## config.mk

```make
export PLATFORM = sky130hd
export DESIGN_NAME = tls_record_splitter_unit
export DESIGN_NICKNAME = d
export VERILOG_FILES = /design/src/rtl/tls_rs_pkg.sv /design/src/rtl/tls_record_splitter_unit.sv /design/src/rtl/tls_rs_core.sv /design/src/rtl/tls_rs_obuf.sv
export SDC_FILE = /design/constraint.sdc
export NUM_CORES = 1
export LEC_CHECK = 0
export CAP_MARGIN = 0
export CORE_ASPECT_RATIO = 1.2
export CORE_MARGIN = 2
export CORE_UTILIZATION = 56
export CTS_BUF_LIST = sky130_fd_sc_hd__clkbuf_2
export DETAILED_ROUTE_END_ITERATION = 10
export DONT_BUFFER_PORTS = 1
export GPL_ROUTABILITY_DRIVEN = 0
export PLACE_DENSITY = 0.71
export REMOVE_ABC_BUFFERS = 1
export SETUP_SLACK_MARGIN = 0.3
export SKIP_CTS_REPAIR_TIMING = 1
export SYNTH_ARGS = -nofsm -noshare
export SYNTH_HDL_FRONTEND = slang
export SYNTH_SLANG_ARGS = --single-unit
```

## constraint.sdc

```tcl
create_clock -name clk -period 6.25 [get_ports clk]
set_input_delay 1.875 -clock clk [delete_from_list [all_inputs] [get_ports clk]]
set_output_delay 1.875 -clock clk [all_outputs]
set_load 0.05 [all_outputs]
```

## src/rtl/tls_rs_pkg.sv

```systemverilog
// Shared types and constants for the TLS record splitter.
// No dependencies; used by tls_rs_core, tls_rs_obuf and the top level.
package tls_rs_pkg;

  localparam logic [7:0] REC_HANDSHAKE = 8'h16;
  localparam logic [7:0] VER_MAJOR     = 8'h03;
  localparam logic [7:0] VER_MINOR     = 8'h01;
  localparam int unsigned SPLIT_MIN     = 50;
  localparam int unsigned SHORT_PAYLOAD = 10;
  localparam int unsigned HDR_LEN       = 5;
  localparam int unsigned MAX_RESULTS   = 6;
  localparam int unsigned CHUNK_W       = 15;
  localparam int unsigned REC_LEN_W     = 16;

  typedef enum logic [3:0] {
    MODE_HDR   = 4'b0001,
    MODE_COPY  = 4'b0010,
    MODE_SPLIT = 4'b0100,
    MODE_REST  = 4'b1000
  } mode_t;

  // Bytes caused by one input beat; data[0] goes out first
  typedef struct packed {
    logic [MAX_RESULTS-1:0][7:0] data;
    logic [2:0]                  count;
    logic                        eop;
  } result_t;

endpackage

```

## src/rtl/tls_record_splitter_unit.sv

```systemverilog
// TLS record splitter top level: input register, framing core, output register.
// An accepted beat passes through the input register and then the output register.
// Throughput: one byte per cycle while each byte gives one beat and m_tready is high; a
// byte opening a split chunk gives 6 beats and one that completes or cuts short a header
// up to 5, and the output register then holds input back until its last beat is being taken.
// Reset (rst, synchronous, active high) clears framing state; chunk_size returns to 1.
module tls_record_splitter_unit #(
  parameter int LENGTH_BITS = 16
) (
  input  logic                             clk,
  input  logic                             rst,
  input  logic                             s_tvalid,
  output logic                             s_tready,
  input  logic [23:0]                      s_tdata,   // in_byte, payload_length
  output logic                             m_tvalid,
  input  logic                             m_tready,
  output logic [7:0]                       m_tdata,   // out_byte
  output logic                             m_tuser,   // end_of_run
  output logic                             m_tlast,   // end_of_packet
  input  logic                             cfg_valid,
  output logic                             cfg_ready,
  input  logic [tls_rs_pkg::CHUNK_W-1:0]   cfg_data   // chunk_size
);

  logic                            in_q_valid;
  logic [7:0]                      in_q_byte;
  logic [15:0]                     in_q_len;
  logic [tls_rs_pkg::CHUNK_W-1:0]  chunk_size;
  logic                            can_load;
  logic                            fire;
  tls_rs_pkg::result_t             res;

  assign fire      = in_q_valid && can_load;
  assign s_tready  = !in_q_valid || can_load;
  assign cfg_ready = 1'b1;

  always_ff @(posedge clk) begin
    if (rst) begin
      in_q_valid <= 1'b0;
      chunk_size <= tls_rs_pkg::CHUNK_W'(1);
    end else begin
      if (s_tvalid && s_tready) begin
        in_q_valid <= 1'b1;
      end else if (fire) begin
        in_q_valid <= 1'b0;
      end
      if (cfg_valid && cfg_ready) begin
        chunk_size <= cfg_data;
      end
    end
  end

  always_ff @(posedge clk) begin
    if (s_tvalid && s_tready) begin
      in_q_byte <= s_tdata[7:0];
      in_q_len  <= s_tdata[23:8];
    end
  end

  tls_rs_core #(
    .LENGTH_BITS(LENGTH_BITS)
  ) u_core (
    .clk            (clk),
    .rst            (rst),
    .fire           (fire),
    .in_byte        (in_q_byte),
    .payload_length (in_q_len),
    .chunk_size     (chunk_size),
    .res            (res)
  );

  tls_rs_obuf u_obuf (
    .clk           (clk),
    .rst           (rst),
    .load          (fire),
    .res           (res),
    .can_load      (can_load),
    .m_tvalid      (m_tvalid),
    .m_tready      (m_tready),
    .out_byte      (m_tdata),
    .end_of_run    (m_tuser),
    .end_of_packet (m_tlast)
  );

endmodule

```

## src/rtl/tls_rs_core.sv

```systemverilog
// Record framing state and per-byte result builder for the TLS record splitter.
// Depends on tls_rs_pkg.
module tls_rs_core #(
  parameter int LENGTH_BITS = 16
) (
  input  logic                                clk,
  input  logic                                rst,
  input  logic                                fire,
  input  logic [7:0]                          in_byte,
  input  logic [15:0]                         payload_length,
  input  logic [tls_rs_pkg::CHUNK_W-1:0]      chunk_size,
  output tls_rs_pkg::result_t                 res
);

  localparam int SUM_W = ((LENGTH_BITS > tls_rs_pkg::REC_LEN_W) ?
                          LENGTH_BITS : tls_rs_pkg::REC_LEN_W) + 2;

  logic [LENGTH_BITS-1:0]             pos, pos_next;
  tls_rs_pkg::mode_t                  mode, mode_next;
  logic [2:0]                         hc, hc_next;
  logic [tls_rs_pkg::REC_LEN_W-1:0]   rr, rr_next;
  logic [tls_rs_pkg::CHUNK_W-1:0]     cr, cr_next;
  logic [3:0][7:0]                    held;
  logic                               held_we;

  logic [LENGTH_BITS-1:0]             len;
  logic [LENGTH_BITS-1:0]             len_left;
  logic                               endp, past_end, hdr_short, hdr_done;
  logic                               overrun, split_start;
  logic [tls_rs_pkg::REC_LEN_W-1:0]   rl, rr_dec;
  logic [tls_rs_pkg::CHUNK_W-1:0]     cs, chunk, cr_eff;
  logic                               do_flush;

  assign len       = payload_length[LENGTH_BITS-1:0];
  assign endp      = ({1'b0, pos} + 1'b1) >= {1'b0, len};
  assign past_end  = pos >= len;
  assign len_left  = len - pos;
  assign hdr_short = (hc == 3'd0) &&
                     (((pos == '0) && (len < LENGTH_BITS'(tls_rs_pkg::SHORT_PAYLOAD))) ||
                      (len_left < LENGTH_BITS'(tls_rs_pkg::HDR_LEN)));
  assign hdr_done  = (hc == 3'(tls_rs_pkg::HDR_LEN - 1));
  assign rl        = {held[3], in_byte};
  assign overrun   = (SUM_W'(pos) + SUM_W'(1) + SUM_W'(rl)) > SUM_W'(len);
  assign split_start = (held[0] == tls_rs_pkg::REC_HANDSHAKE) &&
                       (rl > tls_rs_pkg::REC_LEN_W'(tls_rs_pkg::SPLIT_MIN));
  assign rr_dec    = (rr == '0) ? '0 : rr - 1'b1;

  // chunk length for a fresh split header
  assign cs     = (chunk_size == '0) ? tls_rs_pkg::CHUNK_W'(1) : chunk_size;
  always_comb begin
    chunk = (rr < tls_rs_pkg::REC_LEN_W'(cs)) ? rr[tls_rs_pkg::CHUNK_W-1:0] : cs;
    if (chunk == '0) begin
      chunk = tls_rs_pkg::CHUNK_W'(1);
    end
  end
  assign cr_eff = (cr == '0) ? chunk : cr;

  always_comb begin
    pos_next  = pos + 1'b1;
    mode_next = mode;
    hc_next   = hc;
    rr_next   = rr;
    cr_next   = cr;
    held_we   = 1'b0;
    do_flush  = 1'b0;
    res.data  = '0;
    res.count = 3'd0;
    res.eop   = endp;

    if (past_end) begin
      do_flush = 1'b1;
    end else begin
      case (mode)
        tls_rs_pkg::MODE_HDR: begin
          if (hdr_short) begin
            mode_next   = tls_rs_pkg::MODE_REST;
            res.data[0] = in_byte;
            res.count   = 3'd1;
          end else begin
            held_we = !hc[2];
            hc_next = hc + 1'b1;
            if (hdr_done) begin
              hc_next = 3'd0;
              if (overrun) begin
                do_flush  = 1'b1;
                mode_next = tls_rs_pkg::MODE_REST;
              end else if (split_start) begin
                rr_next   = rl;
                cr_next   = '0;
                mode_next = tls_rs_pkg::MODE_SPLIT;
              end else begin
                do_flush  = 1'b1;
                rr_next   = rl;
                mode_next = (rl != '0) ? tls_rs_pkg::MODE_COPY : tls_rs_pkg::MODE_HDR;
              end
            end else if (endp) begin
              do_flush = 1'b1;
            end
          end
        end
        tls_rs_pkg::MODE_COPY: begin
          res.data[0] = in_byte;
          res.count   = 3'd1;
          rr_next     = rr_dec;
          if (rr_dec == '0) begin
            mode_next = tls_rs_pkg::MODE_HDR;
          end
        end
        tls_rs_pkg::MODE_SPLIT: begin
          if (cr == '0) begin
            res.data[0] = tls_rs_pkg::REC_HANDSHAKE;
            res.data[1] = tls_rs_pkg::VER_MAJOR;
            res.data[2] = tls_rs_pkg::VER_MINOR;
            res.data[3] = {1'b0, chunk[14:8]};
            res.data[4] = chunk[7:0];
            res.data[5] = in_byte;
            res.count   = 3'd6;
          end else begin
            res.data[0] = in_byte;
            res.count   = 3'd1;
          end
          cr_next = cr_eff - 1'b1;
          rr_next = rr_dec;
          if (rr_dec == '0) begin
            mode_next = tls_rs_pkg::MODE_HDR;
            cr_next   = '0;
          end
        end
        default: begin
          res.data[0] = in_byte;
          res.count   = 3'd1;
        end
      endcase
    end

    // held header bytes first, then this beat
    if (do_flush) begin
      res.data[3:0] = held;
      res.data[hc]  = in_byte;
      res.count     = hc + 1'b1;
      hc_next       = 3'd0;
    end

    if (endp) begin
      pos_next  = '0;
      mode_next = tls_rs_pkg::MODE_HDR;
      hc_next   = 3'd0;
      rr_next   = '0;
      cr_next   = '0;
    end
  end

  always_ff @(posedge clk) begin
    if (rst) begin
      pos  <= '0;
      mode <= tls_rs_pkg::MODE_HDR;
      hc   <= 3'd0;
      rr   <= '0;
      cr   <= '0;
    end else if (fire) begin
      pos  <= pos_next;
      mode <= mode_next;
      hc   <= hc_next;
      rr   <= rr_next;
      cr   <= cr_next;
    end
  end

  always_ff @(posedge clk) begin
    if (fire && held_we) begin
      held[hc[1:0]] <= in_byte;
    end
  end

endmodule

```

## src/rtl/tls_rs_obuf.sv

```systemverilog
// Output register for the TLS record splitter: holds the bytes of one input beat
// and shifts them out one per cycle while m_tready is high. Depends on tls_rs_pkg.
module tls_rs_obuf (
  input  logic                clk,
  input  logic                rst,
  input  logic                load,
  input  tls_rs_pkg::result_t res,
  output logic                can_load,
  output logic                m_tvalid,
  input  logic                m_tready,
  output logic [7:0]          out_byte,
  output logic                end_of_run,
  output logic                end_of_packet
);

  logic [tls_rs_pkg::MAX_RESULTS-1:0][7:0] data;
  logic [2:0]                              cnt;
  logic                                    eop;
  logic                                    take;

  assign take          = (cnt != 3'd0) && m_tready;
  assign can_load      = (cnt == 3'd0) || ((cnt == 3'd1) && m_tready);
  assign m_tvalid      = (cnt != 3'd0);
  assign out_byte      = data[0];
  assign end_of_run    = (cnt == 3'd1);
  assign end_of_packet = (cnt == 3'd1) && eop;

  always_ff @(posedge clk) begin
    if (rst) begin
      cnt <= 3'd0;
    end else if (load) begin
      cnt <= res.count;
    end else if (take) begin
      cnt <= cnt - 1'b1;
    end
  end

  always_ff @(posedge clk) begin
    if (load) begin
      data <= res.data;
      eop  <= res.eop;
    end else if (take) begin
      data <= {8'h00, data[tls_rs_pkg::MAX_RESULTS-1:1]};
    end
  end

endmodule
```

Yosys cells after proc, flatten, opt, wreduce, memory -nomap -nowiden

Cells that the tools add are included.

Register bits: 178
Logic and storage cells: 156
Output and inout bits: 13
Bits of input ports: 44

Reduce and logical (&&, ||, !) cells: 36
$add $sub $neg: 9
Equality and inequality tests: 15
Muxes and demuxes: 64
Order comparisons: 11

Operators by type and width:

| cell                    | number |
|---|---|
| $mux W15                | 11 |
| $mux W16                | 7 |
| $mux W51                | 2 |
| $mux W48                | 2 |
| $mux W40                | 2 |
| $bwmux W48              | 1 |
| $logic_not A16 Y1       | 3 |
| $logic_not A15 Y1       | 3 |
| $add A16 B1 Y17 const B | 2 |
| $bwmux W32              | 1 |
| $pmux W16 S2            | 1 |
| $pmux W15 S2            | 1 |
| $mux W4                 | 7 |
| $demux W8 S3            | 1 |
| $mux W3                 | 8 |
| $mux W11                | 2 |
| $pmux W11 S2            | 1 |
| $add A18 B16 Y18        | 1 |
| $gt A18 B16 Y1          | 1 |
| $ge A17 B16 Y1          | 1 |
| $add A16 B1 Y16 const B | 1 |
| $demux W8 S2            | 1 |
| $ge A16 B16 Y1          | 1 |
| $gt A16 B6 Y1 const B   | 1 |
| 38 further kinds        | 73 |

Longest topological paths before layout

Word-level depth: 12
Mapped depth: 26

Modules after synthesis

Synthesis repeated with hierarchy kept, for this count alone.

Cells, all modules: 1333
Area total of the unflattened synthesis: 12509.5 um^2

By module, submodules not included:

| module                   | times used | cells each | area an instance (um^2) |
|---|---|---|---|
| tls_rs_core              | 1          | 1113       | 8848.5 |
| tls_rs_obuf              | 1          | 139        | 2331.0 |
| tls_record_splitter_unit | 1          | 81         | 1330.0 |

Least setup slack after synthesis

No wires, ideal clock.

Path kind: flip-flop to flip-flop
From: register u_core.pos[7]
To: register u_obuf.data, in the netlist u_obuf.out_byte[1] (data pin)
Period minus slack after synthesis: 4.906 ns
Data arrival time: 4.645 ns
Stages on the path, launching flop included: 23
Required time: 5.989 ns
Setup slack: 1.344 ns
Library setup time: 0.261 ns
Path through: dfxtp_1 nand3_1 nor4_1 nand3_1 xnor2_1 ha_1 and4_1 nand3_1 nand2_1 a41oi_1 nand2_1 a21o_1 a21oi_1 xnor2_1 ha_1 o21ai_0 a21oi_1 o31ai_1 a21oi_1 a211o_1 a31o_2 and3_1 o32a_1

Cells in the longest elaborated chain, start to end: 10
Elaborated cells on any way between the ends: 23

RTL lines:

| item                   | line                                 | RTL |
|---|---|---|
| start, declared        | tls_rs_core.sv:18                    | `logic [LENGTH_BITS-1:0] pos, pos_next;` |
| start signal, assigned | tls_rs_core.sv:161                   | `pos <= pos_next;` |
| $add A16 B1 Y17        | tls_rs_core.sv:35, tls_rs_core.sv:43 |  |
| $add A18 B16 Y18       | tls_rs_core.sv:43                    | `assign overrun = (SUM_W'(pos) + SUM_W'(1) + SUM_W'(rl)) > SUM_W'(len);` |
| $gt A18 B16 Y1         | tls_rs_core.sv:43                    |  |
| $mux W1                | tls_rs_core.sv:84                    | `if (overrun) begin` |
| $mux W1                | tls_rs_core.sv:82                    | `if (hdr_done) begin` |
| $mux W1                | tls_rs_core.sv:75                    | `if (hdr_short) begin` |
| $mux W1                | tls_rs_core.sv:73                    | `case (mode)` |
| $mux W1                | tls_rs_core.sv:70                    | `if (past_end) begin` |
| $mux W51 (*)           | tls_rs_core.sv:137                   | `if (do_flush) begin` |
| $mux W48 (*)           | tls_rs_obuf.sv:39                    | `if (load) begin` |
| end signal, assigned   | tls_rs_obuf.sv:40                    | `data <= res.data;` |
| end signal, assigned   | tls_rs_obuf.sv:43                    | `data <= {8'h00, data[tls_rs_pkg::MAX_RESULTS-1:1]};` |
| end, declared          | tls_rs_obuf.sv:16                    | `logic [tls_rs_pkg::MAX_RESULTS-1:0][7:0] data;` |

Mark *: on every way between the ends. The rest lies on a longest branch, timed or not.
A chain may end at the register's enable or synchronous reset.

Final worst setup path

From: register u_core.pos[2]
To: register u_core.rr[3] in the netlist's numbering

Cells in the longest elaborated chain, start to end: 6
Elaborated cells on any way between the ends: 19

RTL lines:

| item                                                                     | line               | RTL |
|---|---|---|
| parallel branches: the longest is 6 deep, another holds $add A18 B16 Y18 | -                  |  |
| end signal, assigned                                                     | tls_rs_core.sv:164 | `rr <= rr_next;` |
| end, declared                                                            | tls_rs_core.sv:21  | `logic [tls_rs_pkg::REC_LEN_W-1:0] rr, rr_next;` |

Parallel ways; which one is timed is not known.

==> results.md <==
Status:
- The run finished with clean final reports.

Logic synthesis:
- In this run, synthesis inferred 105 flip-flops with an integrated enable.
- The top flip-flop cell by instance count after synthesis is sky130_fd_sc_hd__edfxtp_1.
- Counting instances in the post-synthesis netlist gives the leading cell types as sky130_fd_sc_hd__nor2_1 (106), sky130_fd_sc_hd__edfxtp_1 (105), sky130_fd_sc_hd__ha_1 (92).
- Yosys mapped the design onto 102 distinct sky130hd cell types.
- The mapped netlist covers 12,500 sq um.
- The number of register bits inferred by synthesis is 178.
- The synthesized area divided by synthesized cell count is 9.51 sq um.
- The async set-reset flop share out of synthesis is 0%.
- After synthesis, the cell types taking the most area are sky130_fd_sc_hd__edfxtp_1 (25%), sky130_fd_sc_hd__dfxtp_1 (12%), sky130_fd_sc_hd__ha_1 (9.2%).
- Among all cell types in the netlist, the one instantiated most often is sky130_fd_sc_hd__nor2_1.
- The count of warnings emitted by yosys is 0.
- The post-synthesis cell type with the largest combined area is sky130_fd_sc_hd__edfxtp_1.
- The register area share after synthesis is 37.0%.
- In this run the biggest area consumer among cell types represents 25.3% of the synthesized area.
- Counting every instance in the synthesized netlist gives 1,313.

Place:
- After legalization and detailed placement, the total HPWL measured 25,700 microns.
- The count of buffers inserted at the top-level ports is 0.
- Timing analysis after detailed placement gives a worst setup slack of 0.472 ns.
- The area of placed instances is 12,600 sq um.

Timing:
- The total count of hold-check failures in the final report is 0.
- The peak clock frequency supported by timing is 183 MHz.
- Between clock sinks in the finished design, the worst skew comes to 0.0426 ns.
- The post-layout worst setup margin is 0.787 ns.
- The max-slew violation total from the final report is 0.
- In the finished design, the share of the clock period the worst path needs comes to 87.4%.
- Setup repair after global routing left no endpoint under its margin.
- The final count of negative-setup-slack endpoints is 0.
- In this run the tightest slew margin relative to its limit is 27.7%.
- Adding up every negative setup slack in the final design gives 0 ns.
- The transition time at the pin with the least slew margin is 1.08 ns.
- The clock period could shrink to 5.46 ns.

CTS:
- The number of clock buffers added by TritonCTS is 17.
- Counting along the longest clock path gives a buffer depth of 2.
- Counting every sink on the clock net gives 178.
- The cell chosen for the clock root is sky130_fd_sc_hd__clkbuf_2.
- The TritonCTS clock tree is done.
- The clock latency reported for the late side of the worst-skew pair is 0.82 ns.
- The H-tree was split into 4 levels.
- The clock input transition at the sequential cells of the worst setup and hold paths is 0.30 ns.

Global routing:
- For met2 alone, demand over resource in global routing was 50.0%.
- The pin count of the biggest net entering global routing is 60.
- The global-route usage over all layers is 29.7%.
- The peak-usage layer in the global routing report is met2.
- The global route total overflow is 0.
- Global routing consumed, on the met1 layer, 36.5% of the routing resources.
- The first-pass GRT wire length is 54,700 microns.
- The number of antenna violations at the first check in global routing was 1.
- The global routing met3 resource utilization is 5.26%.
- The via count of the first global-routing pass came to 10,100.

Detailed routing:
- The detailed-routing iteration count for the pre-antenna-repair pass is 5.
- The routed design has 34,800 microns of wire.
- The post-detailed-route wirelength per cell is 22.1 microns.
- The number of design-rule violations left by the first detailed-router iteration is 1,000.
- After detailed routing, the number of vias per cell comes to 6.61.
- The post-route DRC violation count is 0.
- Once detail routing completed, the nets flagged for antenna violations numbered 0.
- The total number of vias is 10,400.

Critical path:
- The critical path in this run is classified as register to register.
- STA puts the critical path data arrival time at 6.21 ns.
- The kind of start point of the critical path is a register.
- The data required time at the worst endpoint is 7.00 ns.
- The type of destination of the critical path is a register.
- In this run the worst path has a maximum fanout of 14.

Layout:
- The area added between synthesis and finish is 3.57%.
- The fraction of final layout cells with drive strength greater than 1 is 8.18%.
- After filler insertion, the fill cell instance count of the layout stands at 1,938.
- The final design area excluding fillers is 12,900 sq um.
- The final layout contains 1,421 nets.

Die:
- The die is 140 microns wide.
- The number of top-level pins is 57.
- Measured along the y axis, the die boundary spans 168 microns.
- The site row count is 59.
- The effective utilization at floorplan is 57.3%.
- The core area is 21,800 sq um.
- The die footprint is 23,500 sq um.

Power:
- Dividing total power by cell area gives a power density of 268 nW/um^2.
- The maximum ir drop on the vdd rail is 0.357 mV.
- For this design the static power due to leakage is 4.96 nW.
- Overall power consumption after layout is estimated at 3.46 mW.

Job:
- Across the run, the number of max-cap violations was 0.

Worst hold path:
- The min-delay analysis places its worst path in the category register to register.
==> worst max-delay path: stages, from the launching register on <==
cell and delay (ns):
sky130_fd_sc_hd__dfxtp_1 0.54, sky130_fd_sc_hd__nand3_1 0.26, sky130_fd_sc_hd__nor4_2 0.39, sky130_fd_sc_hd__nand3_1 0.27
sky130_fd_sc_hd__xnor2_1 0.28, sky130_fd_sc_hd__ha_1 0.32, sky130_fd_sc_hd__and4_1 0.23, sky130_fd_sc_hd__nand3_1 0.09
sky130_fd_sc_hd__nand2_1 0.05, sky130_fd_sc_hd__a41oi_1 0.23, sky130_fd_sc_hd__nand2_1 0.13, sky130_fd_sc_hd__a21o_1 0.19
sky130_fd_sc_hd__a21oi_1 0.17, sky130_fd_sc_hd__xnor2_1 0.09, sky130_fd_sc_hd__ha_1 0.29, sky130_fd_sc_hd__nand4_1 0.09
sky130_fd_sc_hd__nor2_1 0.15, sky130_fd_sc_hd__nand4_1 0.12, sky130_fd_sc_hd__o31ai_1 0.08, sky130_fd_sc_hd__a21oi_1 0.09
sky130_fd_sc_hd__a21oi_1 0.29, sky130_fd_sc_hd__a31oi_1 0.20, sky130_fd_sc_hd__or3_1 0.64, sky130_fd_sc_hd__o2bb2ai_1 0.21
==> final cells by class <==
type	count	area, sq um	share of cell area [%]
Multi-Input combinational cell	981	7220	55.9
Inverter	83	312	2.41
Clock inverter	15	188	1.45
Sequential cell	178	4610	35.7
Tap cell	274	343	2.65
Timing Repair Buffer	22	165	1.28
Antenna cell	1	2.50	0.0193
Clock buffer	17	85.1	0.658
==> cell families after synthesis <==
kind of cell / after synthesis / synth area share, %
and+or+nand+nor: 443 / 19.7
AOI/OAI and AO/OA: 335 / 20.3
DFF: 178 / 37.0
buffers and inverters: 154 / 5.32
adders and majority gates: 94 / 9.54
muxes: 58 / 4.65
xor gates and xnor gates: 50 / 3.51
other: 1 / 0.0300
==> power by group <==
group	leakage (nW)	switching, mW	internal [mW]
Combinational	3.21	0.680	0.357
Sequential	1.59	0.206	1.55
Clock	0.160	0.493	0.176
Total	4.96	1.38	2.08
==> final timing paths <==
| kind | start | endpoint | slack (ns) | depth (start not counted) |
|---|---|---|---|---|
| max reg2reg | u_core.pos[2] | u_core.rr[3] | 0.79 | 23 |
| min reg2reg | u_core.cr[13] | u_core.cr[13] | 0.49 | 2 |
| min | u_core.cr[13] | u_core.cr[13] | 0.49 | 2 |
| max | u_core.pos[2] | u_core.rr[3] | 0.79 | 23 |
==> through the flow <==
stage	hold slack, ns	cells	util [%]
final	0.490	1571	59.4
after global routing	0.513	1571	59.4
after CTS	0.486	1569	59.3
after detailed placement	0.458	1537	58.1
after global placement	0.452	1537	58.1
after floorplan	0.430	1242	-
==> layout by cell type (no fill, tap or decap), types with 6 or more instances in the layout <==
cell type / instances
sky130_fd_sc_hd__ha_1: 92
sky130_fd_sc_hd__or4_1: 12
sky130_fd_sc_hd__o31ai_1: 18
sky130_fd_sc_hd__a311oi_1: 6
sky130_fd_sc_hd__nand3_1: 36
sky130_fd_sc_hd__xor2_1: 14
sky130_fd_sc_hd__o21ai_0: 37
sky130_fd_sc_hd__o21bai_1: 10
sky130_fd_sc_hd__a211oi_1: 18
sky130_fd_sc_hd__nand2b_1: 15
sky130_fd_sc_hd__a21o_1: 14
sky130_fd_sc_hd__o2bb2ai_1: 16
sky130_fd_sc_hd__a211o_1: 7
sky130_fd_sc_hd__and4b_1: 7
sky130_fd_sc_hd__clkbuf_2: 17
sky130_fd_sc_hd__nand4_1: 21
sky130_fd_sc_hd__xnor2_1: 36
sky130_fd_sc_hd__and3_1: 11
sky130_fd_sc_hd__or3_1: 10
sky130_fd_sc_hd__a22oi_1: 13
sky130_fd_sc_hd__and2_1: 15
sky130_fd_sc_hd__a221o_1: 8
sky130_fd_sc_hd__a21oi_1: 76
sky130_fd_sc_hd__mux2i_1: 58
sky130_fd_sc_hd__nand2_1: 88
sky130_fd_sc_hd__nor2b_1: 10
sky130_fd_sc_hd__inv_1: 81
sky130_fd_sc_hd__nor4_1: 19
sky130_fd_sc_hd__o221ai_1: 12
sky130_fd_sc_hd__buf_4: 22
sky130_fd_sc_hd__o21a_1: 23
sky130_fd_sc_hd__dfxtp_1: 73
sky130_fd_sc_hd__nor4_4: 8
sky130_fd_sc_hd__nor2_1: 106
sky130_fd_sc_hd__edfxtp_1: 105
sky130_fd_sc_hd__nor3_1: 45
==> metal layers <==
metal / share of wire, % / up-vias
li1: - / 4879
met1: 40 / 4970
met2: 48 / 418
met3: 6.3 / 110
met4: 5.1 / 0
met5: 0 / -
==> sequential cells by signal, indices dropped and copies added (netlist names) <==
signal and flops:
chunk_size 15, in_q_byte 8, in_q_len 16, in_q_valid 1
u_core.cr 15, u_core.hc 3, u_core.held 32, u_core.mode 4
u_core.pos 16, u_core.rr 16, u_obuf.cnt 3, u_obuf.data 40
u_obuf.eop 1, u_obuf.out_byte 8
No activity file was read; power rests on OpenSTA's default activity.
